`config.mk`:
```
export PLATFORM = sky130hd
export DESIGN_NAME = ecm_rx_ctrl
export DESIGN_NICKNAME = d
export VERILOG_FILES = /design/src/design/ecm_rx_pkg.sv /design/src/design/ecm_rx_ctrl.sv
export SDC_FILE = /design/constraint.sdc
export NUM_CORES = 1
export LEC_CHECK = 0
export BUFFER_PORTS_ARGS = -buffer_cell sky130_fd_sc_hd__buf_2
export CAP_MARGIN = 25
export CORE_MARGIN = 2
export CORE_UTILIZATION = 58
export CTS_BUF_LIST = sky130_fd_sc_hd__clkbuf_16
export DETAILED_ROUTE_END_ITERATION = 6
export PLACE_DENSITY_LB_ADDON = 0.15
export SLEW_MARGIN = 40
export SYNTH_ARGS = -nofsm -noshare
export SYNTH_HDL_FRONTEND = slang
export SYNTH_SLANG_ARGS = --single-unit
```
`constraint.sdc`:
```
create_clock -name i_clk -period 6.85 [get_ports i_clk]
set_clock_uncertainty 0.2 [all_clocks]
set_input_delay 1.37 -clock i_clk [delete_from_list [all_inputs] [get_ports i_clk]]
set_output_delay 1.37 -clock i_clk [all_outputs]
set_load 0.01 [all_outputs]
```
`src/design/ecm_rx_pkg.sv`:
```
package ecm_rx_pkg;

    // Default sizing
    localparam int FRAME_CAPACITY_DEF = 2048;
    localparam int MAX_PACKET_DEF     = 64;

    // Fixed field widths
    localparam int ACTION_W = 3;
    localparam int BYTE_W   = 8;
    localparam int IDX_W    = 11;
    localparam int STATUS_W = 4;
    localparam int LEN_W    = 12;

    typedef enum logic [ACTION_W-1:0] {
        ACT_PKT_BYTE = 3'd0,
        ACT_PKT_END  = 3'd1,
        ACT_READ     = 3'd2,
        ACT_RELEASE  = 3'd3,
        ACT_RESET    = 3'd4
    } t_action;

    typedef enum logic [STATUS_W-1:0] {
        ST_CONTINUE    = 4'd0,
        ST_FRAME_READY = 4'd1,
        ST_DROPPED     = 4'd2,
        ST_REJECTED    = 4'd3,
        ST_RELEASED    = 4'd4,
        ST_REL_IGNORED = 4'd5,
        ST_READ_OK     = 4'd6,
        ST_READ_BAD    = 4'd7,
        ST_RESET       = 4'd8
    } t_status;

    // Result of one request, minus the byte that the store returns from its registered read port
    typedef struct packed {
        t_status          status;
        logic             ep_accepting;
        logic             frame_ready;
        logic [LEN_W-1:0] frame_length;
        logic             is_read;
    } t_result;

endpackage

```
`src/design/ecm_rx_ctrl.sv`:
```
module ecm_rx_ctrl
    import ecm_rx_pkg::*;
#(
    parameter int FRAME_CAPACITY = FRAME_CAPACITY_DEF,
    parameter int MAX_PACKET     = MAX_PACKET_DEF,
    localparam int AW = $clog2(FRAME_CAPACITY)
) (
    input  logic                i_clk,
    input  logic                i_rst_n,
    input  logic                i_cfg_wr_en,
    input  logic                i_cfg_wr_data,
    input  logic                i_accept,
    input  logic [ACTION_W-1:0] i_action,
    input  logic [BYTE_W-1:0]   i_data_byte,
    input  logic [IDX_W-1:0]    i_read_index,
    output logic                o_wr_en,
    output logic [AW-1:0]       o_wr_addr,
    output logic [BYTE_W-1:0]   o_wr_data,
    output logic                o_rd_en,
    output logic [AW-1:0]       o_rd_addr,
    output t_result             o_result
);

    localparam int OW  = $clog2(FRAME_CAPACITY + 1);
    localparam int PW  = $clog2(MAX_PACKET + 1);
    localparam int XIW = (OW > IDX_W) ? OW : IDX_W;
    localparam int XLW = (OW > LEN_W) ? OW : LEN_W;

    logic [OW-1:0] r_off, n_off;
    logic [OW-1:0] r_pub, n_pub;
    logic [PW-1:0] r_cnt, n_cnt;
    logic          r_drop, n_drop;
    logic          r_ready, n_ready;
    logic          r_armed, n_armed;
    logic          r_ifen;

    logic [OW:0]    sum;
    logic           fits;
    logic           short_pkt;
    logic [XIW-1:0] idx_x;
    logic           rd_ok;
    logic [XLW-1:0] len_x;
    logic           pe_drop;
    logic [OW-1:0]  pe_off;
    t_status        status;

    // Config register
    always_ff @(posedge i_clk) begin
        if (!i_rst_n) begin
            r_ifen <= 1'b0;
        end else if (i_cfg_wr_en) begin
            r_ifen <= i_cfg_wr_data;
        end
    end

    // Shared offset adder: store position for bytes, new offset at packet end
    assign sum       = (OW+1)'(r_off) + (OW+1)'(r_cnt);
    assign fits      = (sum <= (OW+1)'(FRAME_CAPACITY));
    assign short_pkt = (r_cnt < PW'(MAX_PACKET));
    assign idx_x     = XIW'(i_read_index);
    assign rd_ok     = r_ready && (idx_x < XIW'(r_pub)) && (idx_x < XIW'(FRAME_CAPACITY));

    // Packet end: append the packet or enter drop mode
    always_comb begin
        pe_drop = r_drop;
        pe_off  = r_off;
        if (!r_drop) begin
            if (fits) begin
                pe_off = sum[OW-1:0];
            end else begin
                pe_drop = 1'b1;
            end
        end
    end

    // Next state and result for the request at the input
    always_comb begin
        n_off     = r_off;
        n_pub     = r_pub;
        n_cnt     = r_cnt;
        n_drop    = r_drop;
        n_ready   = r_ready;
        n_armed   = r_armed;
        status    = ST_CONTINUE;
        o_wr_en   = 1'b0;
        o_rd_en   = 1'b0;
        case (t_action'(i_action))
            ACT_PKT_BYTE: begin
                if (short_pkt) begin
                    o_wr_en = i_accept && !r_ready && !r_drop
                              && (sum < (OW+1)'(FRAME_CAPACITY));
                    n_cnt = r_cnt + PW'(1);
                end
            end
            ACT_PKT_END: begin
                n_cnt = '0;
                if (r_ready) begin
                    n_armed = 1'b0;
                    status  = ST_REJECTED;
                end else begin
                    n_drop  = pe_drop;
                    n_off   = pe_off;
                    n_armed = 1'b1;
                    if (short_pkt && pe_drop) begin
                        n_off  = '0;
                        n_drop = 1'b0;
                        status = ST_DROPPED;
                    end else if (short_pkt && pe_off != '0) begin
                        n_pub   = pe_off;
                        n_off   = '0;
                        n_ready = 1'b1;
                        n_armed = 1'b0;
                        status  = ST_FRAME_READY;
                    end
                end
            end
            ACT_READ: begin
                o_rd_en = i_accept && rd_ok;
                status  = rd_ok ? ST_READ_OK : ST_READ_BAD;
            end
            ACT_RELEASE: begin
                if (!r_ready) begin
                    status = ST_REL_IGNORED;
                end else begin
                    n_pub   = '0;
                    n_ready = 1'b0;
                    if (r_ifen) begin
                        n_armed = 1'b1;
                    end
                    status = ST_RELEASED;
                end
            end
            ACT_RESET: begin
                n_off   = '0;
                n_pub   = '0;
                n_cnt   = '0;
                n_drop  = 1'b0;
                n_ready = 1'b0;
                n_armed = r_ifen;
                status  = ST_RESET;
            end
            default: begin
                status = ST_CONTINUE;
            end
        endcase
    end

    assign o_wr_addr = sum[AW-1:0];
    assign o_wr_data = i_data_byte;
    assign o_rd_addr = idx_x[AW-1:0];

    // Result fields reflect state after the update
    assign len_x                 = n_ready ? XLW'(n_pub) : '0;
    assign o_result.status       = status;
    assign o_result.ep_accepting = n_armed;
    assign o_result.frame_ready  = n_ready;
    assign o_result.frame_length = len_x[LEN_W-1:0];
    assign o_result.is_read      = (status == ST_READ_OK);

    // Receive state
    always_ff @(posedge i_clk) begin
        if (!i_rst_n) begin
            r_off   <= '0;
            r_pub   <= '0;
            r_cnt   <= '0;
            r_drop  <= 1'b0;
            r_ready <= 1'b0;
            r_armed <= 1'b0;
        end else if (i_accept) begin
            r_off   <= n_off;
            r_pub   <= n_pub;
            r_cnt   <= n_cnt;
            r_drop  <= n_drop;
            r_ready <= n_ready;
            r_armed <= n_armed;
        end
    end

endmodule

```
==> results.toml <==
[pwr]
power_frac_comb_pct = 14.3
clock_power_share_pct = 43.2
cellLeakagePower_nw = 1.49
vdd_drop_max_v = 0.000146
power_mw = 0.487
p_per_area_nw_per_um2 = 144
p_switching_mw = 0.124
p_seq_share_pct = 42.5
p_int_mw = 0.363
switching_share_pct = 25.5

[setup_path]
critPathLaunchType = "flip-flop"
crit_fanout = 18
r2r_start = "r_cnt[0]$_SDFFE_PN0P_"
worst-setup-path-type = "flip-flop to output port"
crit_buf_inv = 2
path_cells = "ha_1 > inv_1 > fa_1 > nand2b_1 > a21oi_1 > o211ai_1 > a2111oi_4 > o2111ai_4 > a21oi_4 > mux2i_1 > o21ai_1 > buf_2"
crit_family = "compound AO/OA/AOI/OAI gates"
reg2reg_slack_ns = 2.97
cpPeakStageDelay_ns = 0.59
timing.critical_path.from = "r_cnt[0]$_SDFFE_PN0P_"
worstPathArrival_ns = 3.89
cp.required_ns = 5.28
critPathSlowestCell = "a21oi_4"
endpoint_kind = "output port"

[synthesis]
syn_nets = 447
synthArstFlopShare_pct = 0
synth_edf_count = 0
yosysWarnings = 0
syn-cell-area_sq_um = 3100
syn_inst = 401
seq_area_frac_synth_pct = 22.6
netlist-cell-type-count = 62
syn_area_per_cell_sq_um = 7.72
ys_ff_latch = 35
ys.flop_type = "dfxtp_1"

[global_route]
grt_max_degree = 24
grt_first_pass_wirelength_um = 12900
grt_pass1_vias = 2727
overflow = 0
antenna_found_initial = 0
track_usage_pct = 26.4

[routing]
routedWlPerCell_um = 15.4
ant_nets = 0
firstDrtPassIters = 5
drt_iter0_drc = 193
drt-total-wl_um = 7700
viasPerCell = 6.08
via_count = 3036
drc = 0

[status]
outcome = "completed"

[timing]
max_slew_margin_pct = 45.3
tightestPinTransition_ns = 0.817
setup_slack_ns = 1.39
final.setup.tns_ns = 0
rsz0062_at_grt = "false"
fin_crit_sh_pct = 79.8
report.final.slew_viol_count = 0
fin_crit_ns = 5.46
final_hold_viol_count = 0
setup_violations = 0
max_freq_mhz = 183

[final_layout]
area_growth_syn_to_layout_pct = 9.42
drive_above_1_share_pct = 19.3
fin_cells = 499
final_net_count = 474
fillers = 477
final_common_cell = "buf_2"
finish.utilization_pct = 65.9
mostFrequentLayoutCells = "61 x buf_2, 39 x nand2_1, 35 x dfxtp_1"
n_antenna_cell = 0

[floorplan]
die_h_um = 77.1
fp.dieW_um = 77.1
die_area_sq_um = 5940
core_region_area_sq_um = 5140
rows = 26
start_util_pct = 60.2
ios = 78

[job]
drv_cap = 0

[hold_path]
hold_class = "flip-flop to flip-flop"
min_from = "r_pub[6]$_SDFFE_PN0P_"

[clock_tree]
cts_tree = "built"
post-cts-setup-buffer-count = 0
cts_hold_buf = 0
clk_pin_slew_worst_paths_ns = 0.05
cts_resized = 0
cts_buffers = 5
clock_sinks = 35
insertion_delay_ns = 0.28
htreeDepth = 2
cts.path.max_buffers = 2
ctsRootBufferMaster = "clkbuf_16"

[place]
io_buffer_count = 61
place_hpwl_um = 5890
pre_cts_ws_ns = 1.73
dp_cells = 491
gp_congestion = 0.902
==> power groups by stage <==
stage / clock, mW / sequential, mW / combinational [mW]
2_1_floorplan: 0 / 0.211 / 0.0578
3_3_place_gp: 0 / 0.211 / 0.0677
3_5_place_dp: 0 / 0.211 / 0.0686
4_1_cts: 0.213 / 0.207 / 0.0691
5_1_grt: 0.222 / 0.207 / 0.0773
6_report: 0.210 / 0.207 / 0.0697
==> kinds of logic (layout without fill, tap and decap cells) <==
kind of cell	after synthesis	count (layout)	synth area share, %
xor+xnor	14	14	4.20
compound gates	131	131	30.3
mux	9	9	2.91
flops	35	35	22.6
buf+inv	64	92	10.9
simple gates	129	129	21.1
fa+ha+maj	19	19	7.92
==> metrics by stage <==
step,hold WS [ns],area (sq um)
finish,0.280,3390
global route,0.303,3390
CTS,0.286,3380
detailed placement,0.278,3250
global placement,0.271,3250
floorplan,0.243,3100
==> sequential cells by signal (all words and copies together), names as in the netlist <==
register / count
r_pub: 12
r_ready: 1
r_cnt: 7
r_armed: 1
r_off: 12
r_drop: 1
r_ifen: 1
==> worst reg2reg max path, delay by kind of cell (launching register included) <==
kind	cells	cell delay [ns]
adders and majority gates	2	0.58
muxes	1	0.37
and+or+nand+nor	1	0.19
DFF	1	0.39
buffers and inverters	1	0.05
AOI/OAI and AO/OA	6	1.93
==> final timing paths <==
path	cells after the start	to
worst max-delay path	12	o_result[1]
worst min-delay path	2	r_pub[6]$_SDFFE_PN0P_
worst max register to register	11	r_pub[0]$_SDFFE_PN0P_
worst min register to register	2	r_pub[6]$_SDFFE_PN0P_
==> synth_stat cells (2+ instances only) <==
master    count  share of area, %
mux2i_1       9               2.9
a211oi_1      4              0.97
a21oi_4       2               1.1
nand2b_1      4              0.81
inv_1        21               2.5
nand4_1      12               2.4
nor2b_1       3              0.61
a31oi_1       4              0.81
a21oi_1      10               1.6
clkbuf_1     15               1.8
nand3_1       9               1.5
nor3_1        8               1.3
a21o_1        8               1.9
ha_1         18               7.3
o211ai_1      3              0.73
o21a_1        3              0.73
o211a_1       2              0.65
o2111a_1      2              0.73
buf_4        22               5.3
o21ai_0      27               4.4
nor3b_1       2              0.48
or2_2         3              0.61
o21ai_1      17               2.7
a21boi_1     12               2.9
buf_2         5              0.81
xor2_1       10               2.8
nand3b_1      6               1.5
dfxtp_1      35                23
xnor2_1       3              0.85
o31ai_1       5               1.2
and3_1        9               1.8
a21boi_0      4              0.97
nor4_1        2              0.40
o22ai_1      12               2.4
nand2_1      39               4.7
nor2_1       25               3.0
==> per-layer routing <==
metal  routed length, um  vias up  global-route usage, %
met5                   0        -                      0
met4                 112        0                   7.50
li1                    -     1502                      -
met1                3430     1378                   36.2
met2                3580      138                   42.5
met3                 580       18                   4.71
==> layout make-up <==
class / count / area, sq um / share of cell area, %
Clock inverter: 3 / 11.3 / 0.332
Timing Repair Buffer: 63 / 320 / 9.46
Clock buffer: 5 / 125 / 3.69
Sequential cell: 35 / 701 / 20.7
Inverter: 21 / 78.8 / 2.33
Multi-Input combinational cell: 302 / 2060 / 60.9
Tap cell: 70 / 87.6 / 2.59
(Power assumes the default switching activity.)
